[src/rtl/hdrtd_pkg.sv]
package hdrtd_pkg;

    localparam int CFG_W = 14;
    localparam int IDX_W = 2;
    localparam logic [IDX_W-1:0] REG_SOURCE_WIDTH  = 2'd0;
    localparam logic [IDX_W-1:0] REG_SOURCE_HEIGHT = 2'd1;
    localparam logic [CFG_W-1:0] RESET_SOURCE_WIDTH  = 14'd256;
    localparam logic [CFG_W-1:0] RESET_SOURCE_HEIGHT = 14'd128;

    localparam int CH_W  = 16;
    localparam int TM_W  = 8;
    localparam int COL_W = 8;
    localparam int ROW_W = 13;

    localparam int Q_DEPTH = 4;
    localparam int Q_AW    = 2;

    localparam int TM_STAGES = 8;

    typedef enum logic [2:0] {
        FS_START,
        FS_DIV_H,
        FS_DIV_R,
        FS_RUN
    } hdrtd_fstate_t;

    typedef struct packed {
        logic [CH_W-1:0]  red;
        logic [CH_W-1:0]  green;
        logic [CH_W-1:0]  blue;
        logic [COL_W-1:0] col;
        logic [ROW_W-1:0] row;
        logic             done;
    } hdrtd_item_t;

    typedef struct packed {
        logic        valid;
        hdrtd_item_t item;
    } hdrtd_xfer_t;

    typedef struct packed {
        hdrtd_item_t     item;
        logic [TM_W-1:0] red_tm;
        logic [TM_W-1:0] green_tm;
        logic [TM_W-1:0] blue_tm;
    } hdrtd_stage_t;

    typedef logic [255:0] hdrtd_big_t;
    typedef logic [16:0] hdrtd_thr_entry_t;
    typedef hdrtd_thr_entry_t [255:0] hdrtd_thr_t;

    function automatic hdrtd_big_t big_pow(input hdrtd_big_t b, input int n);
        hdrtd_big_t r;
        r = hdrtd_big_t'(1);
        for (int i = 0; i < n; i++) begin
            r = r * b;
        end
        return r;
    endfunction

    // exact test: (c/(c+256))^5 * 510^11 >= (2k-1)^11
    function automatic logic tm_reaches(input int c, input int k);
        hdrtd_big_t lhs;
        hdrtd_big_t rhs;
        lhs = big_pow(hdrtd_big_t'(510), 11) * big_pow(hdrtd_big_t'(c), 5);
        rhs = big_pow(hdrtd_big_t'(2 * k - 1), 11) * big_pow(hdrtd_big_t'(c + 256), 5);
        return lhs >= rhs;
    endfunction

    // smallest input code that maps to at least k
    function automatic hdrtd_thr_t tm_build();
        hdrtd_thr_t t;
        int lo;
        int hi;
        int mid;
        t = '0;
        for (int k = 1; k < 256; k++) begin
            lo = 0;
            hi = 65536;
            while (lo < hi) begin
                mid = (lo + hi) >> 1;
                if (tm_reaches(mid, k)) begin
                    hi = mid;
                end else begin
                    lo = mid + 1;
                end
            end
            t[k] = 17'(lo);
        end
        return t;
    endfunction

    localparam hdrtd_thr_t TM_THR = tm_build();

    function automatic logic [TM_W-1:0] tm_bit(input logic [CH_W-1:0] c,
                                               input logic [TM_W-1:0] acc,
                                               input logic [2:0] b);
        logic [TM_W-1:0] cand;
        cand = acc | (8'd1 << b);
        return ({1'b0, c} >= TM_THR[cand]) ? cand : acc;
    endfunction

    function automatic hdrtd_stage_t stage_step(input hdrtd_stage_t s, input logic [2:0] b);
        hdrtd_stage_t r;
        r = s;
        r.red_tm   = tm_bit(s.item.red, s.red_tm, b);
        r.green_tm = tm_bit(s.item.green, s.green_tm, b);
        r.blue_tm  = tm_bit(s.item.blue, s.blue_tm, b);
        return r;
    endfunction

endpackage

[src/rtl/hdr_tonemap_decimator_top.sv]
// HDR tonemap and nearest-neighbor downscaler.
// Input: source pixels in raster order, three u8.8 channels, on s_valid/s_ready.
// Output: OUT_WIDTH x max(1, OUT_WIDTH*H/W) frame of tonemapped gamma bytes with
// output column, row and a frame_done flag on the last pixel, on m_valid/m_ready.
// Source pixels that are not selected produce no transfer.
// Throughput: one source pixel per cycle outside setup; the front stalls only
// during setup or when the four-entry queue to the tonemap pipeline is full.
// A selected pixel is written into the queue, then passes the 8-stage threshold
// search, one output bit per stage, whose first stage loads straight from the
// queue head, and shows on m_valid from the last stage.
// Reset and every write to source_width or source_height restart the frame and
// run two serial divisions (output height, H/output height) on a bit-serial
// divider; s_ready stays low until both divisions are done.
// A stalled receiver holds the output pipeline; the queue then fills and
// s_ready drops until results drain.
module hdr_tonemap_decimator_top #(
    parameter int OUT_WIDTH = 256,
    parameter int MAX_SIDE  = 8192
) (
    input  logic                          aclk,
    input  logic                          aresetn,
    input  logic                          cfg_we,
    input  logic [hdrtd_pkg::IDX_W-1:0]   cfg_index,
    input  logic [hdrtd_pkg::CFG_W-1:0]   cfg_wdata,
    input  logic                          s_valid,
    output logic                          s_ready,
    input  logic [hdrtd_pkg::CH_W-1:0]    s_red_in,
    input  logic [hdrtd_pkg::CH_W-1:0]    s_green_in,
    input  logic [hdrtd_pkg::CH_W-1:0]    s_blue_in,
    output logic                          m_valid,
    input  logic                          m_ready,
    output logic [hdrtd_pkg::TM_W-1:0]    m_red_out,
    output logic [hdrtd_pkg::TM_W-1:0]    m_green_out,
    output logic [hdrtd_pkg::TM_W-1:0]    m_blue_out,
    output logic [hdrtd_pkg::COL_W-1:0]   m_out_col,
    output logic [hdrtd_pkg::ROW_W-1:0]   m_out_row,
    output logic                          m_frame_done
);

    hdrtd_pkg::hdrtd_xfer_t push, head;
    logic                   q_full, pop;

    hdrtd_front #(.OUT_WIDTH(OUT_WIDTH), .MAX_SIDE(MAX_SIDE)) u_front (
        .aclk       (aclk),
        .aresetn    (aresetn),
        .cfg_we     (cfg_we),
        .cfg_index  (cfg_index),
        .cfg_wdata  (cfg_wdata),
        .s_valid    (s_valid),
        .s_ready    (s_ready),
        .s_red_in   (s_red_in),
        .s_green_in (s_green_in),
        .s_blue_in  (s_blue_in),
        .q_full     (q_full),
        .push       (push)
    );

    hdrtd_queue u_queue (
        .aclk    (aclk),
        .aresetn (aresetn),
        .push    (push),
        .pop     (pop),
        .head    (head),
        .full    (q_full)
    );

    hdrtd_back u_back (
        .aclk         (aclk),
        .aresetn      (aresetn),
        .head         (head),
        .pop          (pop),
        .m_valid      (m_valid),
        .m_ready      (m_ready),
        .m_red_out    (m_red_out),
        .m_green_out  (m_green_out),
        .m_blue_out   (m_blue_out),
        .m_out_col    (m_out_col),
        .m_out_row    (m_out_row),
        .m_frame_done (m_frame_done)
    );

    a_no_overflow: assert property (@(posedge aclk) disable iff (!aresetn)
        !(push.valid && q_full))
        else $error("push into full queue");

    a_done_last_col: assert property (@(posedge aclk) disable iff (!aresetn)
        m_valid && m_frame_done |-> m_out_col == hdrtd_pkg::COL_W'(OUT_WIDTH - 1))
        else $error("frame_done away from last column");

    a_push_needs_xfer: assert property (@(posedge aclk) disable iff (!aresetn)
        push.valid |-> s_valid && !q_full)
        else $error("queue push without input transfer");

endmodule

[src/rtl/hdrtd_divider.sv]
module hdrtd_divider #(
    parameter int DW = 24,
    parameter int VW = 14
) (
    input  logic          aclk,
    input  logic          aresetn,
    input  logic          start,
    input  logic [DW-1:0] dividend,
    input  logic [VW-1:0] divisor,
    output logic          done,
    output logic [DW-1:0] quotient,
    output logic [VW-1:0] remainder
);

    localparam int CW = $clog2(DW + 1);

    logic          busy_reg;
    logic          done_reg;
    logic [CW-1:0] cnt_reg;
    logic [VW-1:0] rem_reg;
    logic [DW-1:0] quo_reg;
    logic [VW-1:0] div_reg;
    logic [VW:0]   trial;
    logic [VW:0]   diff;
    logic          ge;

    assign trial = {rem_reg, quo_reg[DW-1]};
    assign ge    = trial >= {1'b0, div_reg};
    assign diff  = trial - {1'b0, div_reg};

    always_ff @(posedge aclk) begin
        if (!aresetn) begin
            busy_reg <= 1'b0;
            done_reg <= 1'b0;
            cnt_reg  <= '0;
        end else begin
            done_reg <= 1'b0;
            if (start) begin
                busy_reg <= 1'b1;
                cnt_reg  <= CW'(DW);
            end else if (busy_reg) begin
                cnt_reg <= cnt_reg - 1'b1;
                if (cnt_reg == CW'(1)) begin
                    busy_reg <= 1'b0;
                    done_reg <= 1'b1;
                end
            end
        end
    end

    // one quotient bit per cycle, restoring
    always_ff @(posedge aclk) begin
        if (start) begin
            rem_reg <= '0;
            quo_reg <= dividend;
            div_reg <= divisor;
        end else if (busy_reg) begin
            rem_reg <= ge ? diff[VW-1:0] : trial[VW-1:0];
            quo_reg <= {quo_reg[DW-2:0], ge};
        end
    end

    assign done      = done_reg;
    assign quotient  = quo_reg;
    assign remainder = rem_reg;

endmodule

[src/rtl/hdrtd_front.sv]
module hdrtd_front #(
    parameter int OUT_WIDTH = 256,
    parameter int MAX_SIDE  = 8192
) (
    input  logic                         aclk,
    input  logic                         aresetn,
    input  logic                         cfg_we,
    input  logic [hdrtd_pkg::IDX_W-1:0]  cfg_index,
    input  logic [hdrtd_pkg::CFG_W-1:0]  cfg_wdata,
    input  logic                         s_valid,
    output logic                         s_ready,
    input  logic [hdrtd_pkg::CH_W-1:0]   s_red_in,
    input  logic [hdrtd_pkg::CH_W-1:0]   s_green_in,
    input  logic [hdrtd_pkg::CH_W-1:0]   s_blue_in,
    input  logic                         q_full,
    output hdrtd_pkg::hdrtd_xfer_t       push
);

    localparam int SIDE  = (MAX_SIDE > OUT_WIDTH) ? MAX_SIDE : OUT_WIDTH;
    localparam int SW    = $clog2(SIDE + 1);
    localparam int OCW   = $clog2(OUT_WIDTH + 1);
    localparam int CRW   = $clog2(OUT_WIDTH);
    localparam int DW    = $clog2(OUT_WIDTH * SIDE + 1);
    localparam int RK    = SW + CRW;
    localparam int RECIP = ((1 << RK) + OUT_WIDTH - 1) / OUT_WIDTH;
    localparam int MW    = 2 * SW + 2;

    hdrtd_pkg::hdrtd_fstate_t state_reg, state_next;

    logic [hdrtd_pkg::CFG_W-1:0] src_width_reg, src_height_reg;
    logic [SW-1:0]  eff_w, eff_h;
    logic [SW-1:0]  src_col_reg, src_row_reg;
    logic [OCW-1:0] out_col_reg;
    logic [SW-1:0]  col_q_reg;
    logic [CRW-1:0] col_r_reg;
    logic [SW-1:0]  out_row_reg;
    logic [SW-1:0]  row_q_reg, row_r_reg;
    logic [SW-1:0]  oh_reg;
    logic [SW-1:0]  qw_reg, qh_reg, rh_reg;
    logic [CRW-1:0] rw_reg;

    logic          div_start, div_done;
    logic [DW-1:0] div_dividend, div_quotient;
    logic [SW-1:0] div_divisor, div_remainder;
    logic [SW-1:0] oh_calc;

    logic [MW-1:0]  w_prod;
    logic [SW-1:0]  qw_calc, qw_mul;
    logic [CRW-1:0] rw_calc;

    logic           accept, row_hit, col_hit, hit, row_end, frame_end;
    logic [CRW:0]   col_r_sum;
    logic           col_wrap;
    logic [SW:0]    row_r_sum;
    logic           row_wrap;

    int unsigned tw, th;

    always_comb begin
        tw = 32'(src_width_reg);
        if (tw < OUT_WIDTH) tw = OUT_WIDTH;
        if (tw > MAX_SIDE) tw = MAX_SIDE;
        th = 32'(src_height_reg);
        if (th < 1) th = 1;
        if (th > MAX_SIDE) th = MAX_SIDE;
        eff_w = SW'(tw);
        eff_h = SW'(th);
    end

    // W / OUT_WIDTH by reciprocal multiply, exact for any W below 2**SW
    assign w_prod  = MW'(eff_w) * MW'(RECIP);
    assign qw_calc = SW'(w_prod >> RK);
    assign qw_mul  = qw_reg * SW'(OUT_WIDTH);
    assign rw_calc = CRW'(eff_w - qw_mul);

    hdrtd_divider #(.DW(DW), .VW(SW)) u_div (
        .aclk      (aclk),
        .aresetn   (aresetn),
        .start     (div_start),
        .dividend  (div_dividend),
        .divisor   (div_divisor),
        .done      (div_done),
        .quotient  (div_quotient),
        .remainder (div_remainder)
    );

    assign oh_calc = (div_quotient == '0) ? SW'(1) : SW'(div_quotient);

    // setup sequence: OUT_WIDTH*H / W, then H / out_height
    always_comb begin
        state_next = state_reg;
        case (state_reg)
            hdrtd_pkg::FS_START: state_next = hdrtd_pkg::FS_DIV_H;
            hdrtd_pkg::FS_DIV_H: if (div_done) state_next = hdrtd_pkg::FS_DIV_R;
            hdrtd_pkg::FS_DIV_R: if (div_done) state_next = hdrtd_pkg::FS_RUN;
            hdrtd_pkg::FS_RUN:   state_next = hdrtd_pkg::FS_RUN;
            default:             state_next = hdrtd_pkg::FS_START;
        endcase
        // writes to unknown indexes leave the frame running
        if (cfg_we && (cfg_index inside {hdrtd_pkg::REG_SOURCE_WIDTH,
                                         hdrtd_pkg::REG_SOURCE_HEIGHT})) begin
            state_next = hdrtd_pkg::FS_START;
        end
    end

    always_comb begin
        div_start    = 1'b0;
        div_dividend = DW'(OUT_WIDTH) * DW'(eff_h);
        div_divisor  = eff_w;
        case (state_reg)
            hdrtd_pkg::FS_START: begin
                div_start = 1'b1;
            end
            hdrtd_pkg::FS_DIV_H: begin
                div_start    = div_done;
                div_dividend = DW'(eff_h);
                div_divisor  = oh_calc;
            end
            default: begin
                div_start = 1'b0;
            end
        endcase
    end

    always_ff @(posedge aclk) begin
        if (!aresetn) begin
            state_reg      <= hdrtd_pkg::FS_START;
            src_width_reg  <= hdrtd_pkg::RESET_SOURCE_WIDTH;
            src_height_reg <= hdrtd_pkg::RESET_SOURCE_HEIGHT;
        end else begin
            state_reg <= state_next;
            if (cfg_we && cfg_index == hdrtd_pkg::REG_SOURCE_WIDTH) begin
                src_width_reg <= cfg_wdata;
            end
            if (cfg_we && cfg_index == hdrtd_pkg::REG_SOURCE_HEIGHT) begin
                src_height_reg <= cfg_wdata;
            end
        end
    end

    always_ff @(posedge aclk) begin
        case (state_reg)
            hdrtd_pkg::FS_START: qw_reg <= qw_calc;
            hdrtd_pkg::FS_DIV_H: begin
                rw_reg <= rw_calc;
                if (div_done) oh_reg <= oh_calc;
            end
            hdrtd_pkg::FS_DIV_R: begin
                if (div_done) begin
                    qh_reg <= SW'(div_quotient);
                    rh_reg <= div_remainder;
                end
            end
            default: begin
            end
        endcase
    end

    assign s_ready = (state_reg == hdrtd_pkg::FS_RUN) && !q_full;
    assign accept  = s_valid && s_ready;

    assign row_hit = (out_row_reg < oh_reg) && (src_row_reg == row_q_reg);
    assign col_hit = (out_col_reg < OCW'(OUT_WIDTH)) && (src_col_reg == col_q_reg);
    assign hit     = row_hit && col_hit;

    assign row_end   = ({1'b0, src_col_reg} + 1'b1) >= {1'b0, eff_w};
    assign frame_end = ({1'b0, src_row_reg} + 1'b1) >= {1'b0, eff_h};

    assign col_r_sum = {1'b0, col_r_reg} + {1'b0, rw_reg};
    assign col_wrap  = col_r_sum >= (CRW+1)'(OUT_WIDTH);
    assign row_r_sum = {1'b0, row_r_reg} + {1'b0, rh_reg};
    assign row_wrap  = row_r_sum >= {1'b0, oh_reg};

    always_ff @(posedge aclk) begin
        if (!aresetn || state_reg != hdrtd_pkg::FS_RUN) begin
            src_col_reg <= '0;
            src_row_reg <= '0;
            out_col_reg <= '0;
            col_q_reg   <= '0;
            col_r_reg   <= '0;
            out_row_reg <= '0;
            row_q_reg   <= '0;
            row_r_reg   <= '0;
        end else if (accept) begin
            src_col_reg <= src_col_reg + 1'b1;
            if (hit) begin
                out_col_reg <= out_col_reg + 1'b1;
                col_q_reg   <= col_q_reg + qw_reg + SW'(col_wrap);
                col_r_reg   <= col_wrap ? CRW'(col_r_sum - (CRW+1)'(OUT_WIDTH))
                                        : CRW'(col_r_sum);
            end
            if (row_end) begin
                src_col_reg <= '0;
                out_col_reg <= '0;
                col_q_reg   <= '0;
                col_r_reg   <= '0;
                src_row_reg <= src_row_reg + 1'b1;
                if (row_hit) begin
                    out_row_reg <= out_row_reg + 1'b1;
                    row_q_reg   <= row_q_reg + qh_reg + SW'(row_wrap);
                    row_r_reg   <= row_wrap ? SW'(row_r_sum - {1'b0, oh_reg})
                                            : SW'(row_r_sum);
                end
                if (frame_end) begin
                    src_row_reg <= '0;
                    out_row_reg <= '0;
                    row_q_reg   <= '0;
                    row_r_reg   <= '0;
                end
            end
        end
    end

    always_comb begin
        push.valid      = accept && hit;
        push.item.red   = s_red_in;
        push.item.green = s_green_in;
        push.item.blue  = s_blue_in;
        push.item.col   = hdrtd_pkg::COL_W'(out_col_reg);
        push.item.row   = hdrtd_pkg::ROW_W'(out_row_reg);
        push.item.done  = (out_col_reg == OCW'(OUT_WIDTH - 1))
                       && (out_row_reg == oh_reg - 1'b1);
    end

endmodule

[src/rtl/hdrtd_queue.sv]
module hdrtd_queue (
    input  logic                   aclk,
    input  logic                   aresetn,
    input  hdrtd_pkg::hdrtd_xfer_t push,
    input  logic                   pop,
    output hdrtd_pkg::hdrtd_xfer_t head,
    output logic                   full
);

    hdrtd_pkg::hdrtd_item_t mem [hdrtd_pkg::Q_DEPTH];

    logic [hdrtd_pkg::Q_AW-1:0] wr_ptr_reg, rd_ptr_reg;
    logic [hdrtd_pkg::Q_AW:0]   count_reg;
    logic                       do_pop;

    assign do_pop = pop && (count_reg != '0);

    always_ff @(posedge aclk) begin
        if (!aresetn) begin
            wr_ptr_reg <= '0;
            rd_ptr_reg <= '0;
            count_reg  <= '0;
        end else begin
            if (push.valid) wr_ptr_reg <= wr_ptr_reg + 1'b1;
            if (do_pop) rd_ptr_reg <= rd_ptr_reg + 1'b1;
            count_reg <= count_reg + (hdrtd_pkg::Q_AW+1)'(push.valid)
                                   - (hdrtd_pkg::Q_AW+1)'(do_pop);
        end
    end

    always_ff @(posedge aclk) begin
        if (push.valid) mem[wr_ptr_reg] <= push.item;
    end

    assign head.valid = count_reg != '0;
    assign head.item  = mem[rd_ptr_reg];
    assign full       = count_reg == (hdrtd_pkg::Q_AW+1)'(hdrtd_pkg::Q_DEPTH);

endmodule

[src/rtl/hdrtd_back.sv]
module hdrtd_back (
    input  logic                          aclk,
    input  logic                          aresetn,
    input  hdrtd_pkg::hdrtd_xfer_t        head,
    output logic                          pop,
    output logic                          m_valid,
    input  logic                          m_ready,
    output logic [hdrtd_pkg::TM_W-1:0]    m_red_out,
    output logic [hdrtd_pkg::TM_W-1:0]    m_green_out,
    output logic [hdrtd_pkg::TM_W-1:0]    m_blue_out,
    output logic [hdrtd_pkg::COL_W-1:0]   m_out_col,
    output logic [hdrtd_pkg::ROW_W-1:0]   m_out_row,
    output logic                          m_frame_done
);

    localparam int NS = hdrtd_pkg::TM_STAGES;

    hdrtd_pkg::hdrtd_stage_t pipe_reg [NS];
    logic [NS-1:0]           pipe_v_reg;
    hdrtd_pkg::hdrtd_stage_t s_in;
    logic                    en;

    // whole pipe advances unless the last stage holds an untaken result
    assign en  = !pipe_v_reg[NS-1] || m_ready;
    assign pop = en && head.valid;

    always_comb begin
        s_in.item     = head.item;
        s_in.red_tm   = '0;
        s_in.green_tm = '0;
        s_in.blue_tm  = '0;
    end

    always_ff @(posedge aclk) begin
        if (!aresetn) begin
            pipe_v_reg <= '0;
        end else if (en) begin
            pipe_v_reg <= {pipe_v_reg[NS-2:0], head.valid};
        end
    end

    // stage i settles result bit NS-1-i by threshold compare
    always_ff @(posedge aclk) begin
        if (en) begin
            pipe_reg[0] <= hdrtd_pkg::stage_step(s_in, 3'(NS - 1));
            for (int i = 1; i < NS; i++) begin
                pipe_reg[i] <= hdrtd_pkg::stage_step(pipe_reg[i-1], 3'(NS - 1 - i));
            end
        end
    end

    assign m_valid      = pipe_v_reg[NS-1];
    assign m_red_out    = pipe_reg[NS-1].red_tm;
    assign m_green_out  = pipe_reg[NS-1].green_tm;
    assign m_blue_out   = pipe_reg[NS-1].blue_tm;
    assign m_out_col    = pipe_reg[NS-1].item.col;
    assign m_out_row    = pipe_reg[NS-1].item.row;
    assign m_frame_done = pipe_reg[NS-1].item.done;

endmodule
[config.mk]
export PLATFORM = sky130hd
export DESIGN_NAME = hdr_tonemap_decimator_top
export DESIGN_NICKNAME = d
export VERILOG_FILES = /design/src/rtl/hdrtd_pkg.sv /design/src/rtl/hdr_tonemap_decimator_top.sv /design/src/rtl/hdrtd_divider.sv /design/src/rtl/hdrtd_front.sv /design/src/rtl/hdrtd_queue.sv /design/src/rtl/hdrtd_back.sv
export SDC_FILE = /design/constraint.sdc
export NUM_CORES = 2
export LEC_CHECK = 0
export BUFFER_PORTS_ARGS = -buffer_cell sky130_fd_sc_hd__buf_2
export CELL_PAD_IN_SITES_DETAIL_PLACEMENT = 0
export CELL_PAD_IN_SITES_GLOBAL_PLACEMENT = 1
export CORE_MARGIN = 2
export CORE_UTILIZATION = 47
export CTS_CLUSTER_SIZE = 10
export DETAILED_ROUTE_END_ITERATION = 12
export GPL_TIMING_DRIVEN = 0
export PLACE_DENSITY_LB_ADDON = 0.05
export SYNTH_ARGS = -nofsm -noshare
export SYNTH_HDL_FRONTEND = slang
export SYNTH_HIERARCHICAL = 1
export SYNTH_SLANG_ARGS = --single-unit
[constraint.sdc]
create_clock -name aclk -period 17.3 [get_ports aclk]
set_input_delay 0.865 -clock aclk [delete_from_list [all_inputs] [get_ports aclk]]
set_output_delay 0.865 -clock aclk [all_outputs]
set_load 0.01 [all_outputs]
==> flow_summary_export.csv <==
group,metric,value,unit
placement,place_hpwl,104000,µm
clocking,cts_setup_buffers,0,
die,start_util,0.473,
clocking,cts_buffer_depth,3,
setup_path,worst_setup_path_start_kind,"flop",
finish,post-route-cell-area,67300,µm²
synthesis,ys_types,99,
clocking,cts_tree,"done",
routing,vias,40000,
clocking,cts_sinks,1161,
clocking,clock_latency,0.78,ns
finish,drive_gt1_frac,0.111,
global_route,grt_max_degree,173,
synthesis,synth_edf_count,992,
min_path,hold_start,"s_blue_in[1]",
min_path,hp-class,"input port to flop",
synthesis,async_flop_share,0,
synthesis,syn-num-nets,5605,
die,die_w,362,µm
run,maxCapViolCount,0,
setup_path,cp_max_fo,6,
finish,fin_nets,5824,
setup_path,end_kind,"flop",
power_and_ir_drop,vdd_drop_max,0.100,mV
timing,layout_min_cycle_time,6.22,ns
routing,firstDrtPassIters,5,
timing,finClkSkew,0.0442,ns
routing,drt_iter0_drc,3148,
die,ios,117,
placement,port_buffers,68,
timing,rsz0062_at_grt,"false",
global_route,grt_pass1_vias,39900,
outcome,status,"completed",
finish,antennaDiodeCount,0,
setup_path,reg2reg_to,"u_front/row_q_reg[13]$_SDFFE_PP0P_",
setup_path,required,17.93,ns
timing,fin_ws,11.08,ns
clocking,cts_buffers,140,
timing,fmax,0.161,GHz
timing,drv_slew,0,
die,row_count,131,
power_and_ir_drop,p_per_area,88.4,nW/µm²
synthesis,ys_ff_latch,1161,
synthesis,synthFlopType,"edfxtp_1",
routing,ant_nets,0,
finish,num-fill-cells,11100,
finish,area_growth,11.6,%
routing,wl_per_cell,20.7,µm
setup_path,arrival,6.84,ns
die,die-area,131000,µm²
synthesis,avgSynthCellArea,11.9,µm²
clocking,post_cts_resized,0,
routing,wl,145000,µm
placement,place_area,63000,µm²
synthesis,yosys_warnings,6,
min_path,hold_end,"u_queue/mem[2][23]$_DFFE_PP_",
routing,drc,0,
placement,gp_congestion,0.916,
timing,setup_tns,0,ns
global_route,grt_overflow,0,
timing,min_period_over_period,0.359,
setup_path,worst-setup-path-type,"flop to flop",
finish,largest_reg_flops,620,
die,die_h,362,µm
min_path,whs_path_depth,1,
global_route,antenna_found_initial,14,
synthesis,syn_area,60300,µm²
synthesis,ys_seq_area_frac,0.550,
timing,worstMarginPinSlew,1.24,ns
power_and_ir_drop,p_leak,0.0265,µW
timing,setup_viol,0,
clocking,cts_hold_buf,0,
setup_path,ff2ff_path_depth,23,
placement,preCtsSetupSlack,11.08,ns
clocking,path_clk_slew,0.06,ns
synthesis,syn_inst,5055,
routing,vias_per_cell,5.69,
global_route,grt_pass1_wl,228000,µm
timing,relSlewSlack,0.166,
timing,hold_viol,0,
die,core,127000,µm²
clocking,cts_root_buffer,"clkbuf_16",
setup_path,reg2reg_from,"u_front/rh_reg[1]$_DFFE_PP_",
global_route,gr-usage-all-layers,0.221,
setup_path,reg2reg_slack,11.08,ns
finish,post-route-util,0.529,
clocking,cts-htree-levels,4,
==> cell type report <==
cell class | instances | area, µm² | area share
clock buffers | 195 | 3740 | 0.0556
clock inverters | 33 | 593 | 0.00881
plain buffers | 382 | 2090 | 0.0311
multi-input cells | 3331 | 24400 | 0.362
well taps | 1662 | 2080 | 0.0309
inverters | 181 | 694 | 0.0103
flip-flops and latches | 1161 | 33200 | 0.493
repair buffers | 77 | 576 | 0.00855
==> cells in the final DEF, fill, tap and decap left out, drive strengths merged, types with 47 or more instances in the layout <==
| master | count |
|---|---|
| edfxtp | 992 |
| ha | 472 |
| nand2 | 438 |
| clkbuf | 383 |
| a21oi | 311 |
| o21ai | 302 |
| nor2 | 292 |
| buf | 271 |
| inv | 179 |
| dfxtp | 169 |
| nand3 | 96 |
| nor3 | 89 |
| mux4 | 87 |
| nand2b | 85 |
| xnor2 | 77 |
| o211ai | 73 |
| a21o | 71 |
| xor2 | 65 |
| a211oi | 62 |
| nor2b | 61 |
| nand4 | 57 |
| mux2i | 53 |
| and3 | 51 |
| a31oi | 47 |
==> worst max-delay path, cell delays in order, from the launching register on <==
cell and delay [ns]:
edfxtp_1 0.44, ha_1 0.32, a211oi_1 0.25, nor2_1 0.12
o311ai_0 0.53, a21oi_1 0.16, o21a_1 0.21, nor2_1 0.12
xnor2_1 0.18, ha_1 0.34, and3_1 0.21, a2111o_1 0.42
o31a_1 0.32, nor2_1 0.28, fa_1 0.30, nor2b_1 0.08
o31a_1 0.28, o41ai_1 0.40, a21oi_1 0.22, a211o_1 0.31
a21oi_1 0.19, xnor2_1 0.18, nand3b_1 0.14, a31oi_1 0.09
==> how the worst max path moves through the flow <==
stage          slack, ns  cells after the start                   startpoint                            endpoint
2_1_floorplan       6.81                     11                      m_ready     u_queue/count_reg[2]$_SDFF_PN0_
3_3_place_gp        3.74                     12                      m_ready     u_queue/count_reg[2]$_SDFF_PN0_
3_5_place_dp       11.08                     23  u_front/rh_reg[1]$_DFFE_PP_  u_front/row_q_reg[13]$_SDFFE_PP0P_
4_1_cts            11.05                     23  u_front/rh_reg[1]$_DFFE_PP_  u_front/row_q_reg[13]$_SDFFE_PP0P_
5_1_grt            10.51                     23  u_front/rh_reg[1]$_DFFE_PP_  u_front/row_q_reg[13]$_SDFFE_PP0P_
6_report           11.08                     23  u_front/rh_reg[1]$_DFFE_PP_  u_front/row_q_reg[13]$_SDFFE_PP0P_
==> report_power, final <==
part,switching (µW),leakage (µW),total [µW],internal (µW)
Clock,1170,0.00206,2750,1590
Sequential,19.5,0.0114,3050,3030
Combinational,88.6,0.0131,148,59.4
==> logic make-up after synthesis <==
family | synth area share
flops | 0.550
fa+ha+maj | 0.101
xor+xnor | 0.0210
mux | 0.0478
buf+inv | 0.0460
simple gates | 0.110
compound gates | 0.124
==> Yosys cell counts, types with 24 or more instances <==
cell type	instances	area [µm²]
nand3b_1	42	315
xor2_1	65	569
nor3_1	88	440
mux2i_1	53	531
a22oi_1	28	210
and3_1	51	319
a211oi_1	62	465
inv_1	169	634
nand4_1	57	357
nor2b_1	61	382
a21oi_1	310	1550
nand2_1	438	1640
nand3_1	96	480
xnor2_1	77	674
a21boi_0	39	293
clkbuf_1	188	706
o21ai_0	280	1400
edfxtp_1	992	29800
dfxtp_1	169	3380
o21a_1	24	180
nand2b_1	85	532
mux2_2	32	360
buf_4	115	863
nor2_1	289	1080
and2_1	26	163
buf_2	53	265
ha_1	472	5910
a31oi_1	47	294
o211ai_1	70	526
mux4_2	87	1960
nor4_1	44	275
a21o_1	71	533
==> per-stage QoR <==
stage	total power (µW)	hold WS, ns	std cells
floorplan	3200	0.400	5055
global placement	3250	0.400	6785
detailed placement	3250	0.405	6793
CTS	6020	0.213	7021
global route	6160	0.239	7022
finish	5950	0.285	7022
==> routing by layer <==
layer	track usage	up-vias	part of all wire
met5	0	-	0.0011
met4	0.0730	24	0.028
met3	0.0403	287	0.054
met2	0.372	1074	0.48
met1	0.289	19200	0.43
li1	-	19400	-
Note: power is estimated with default switching activity, not from simulation.
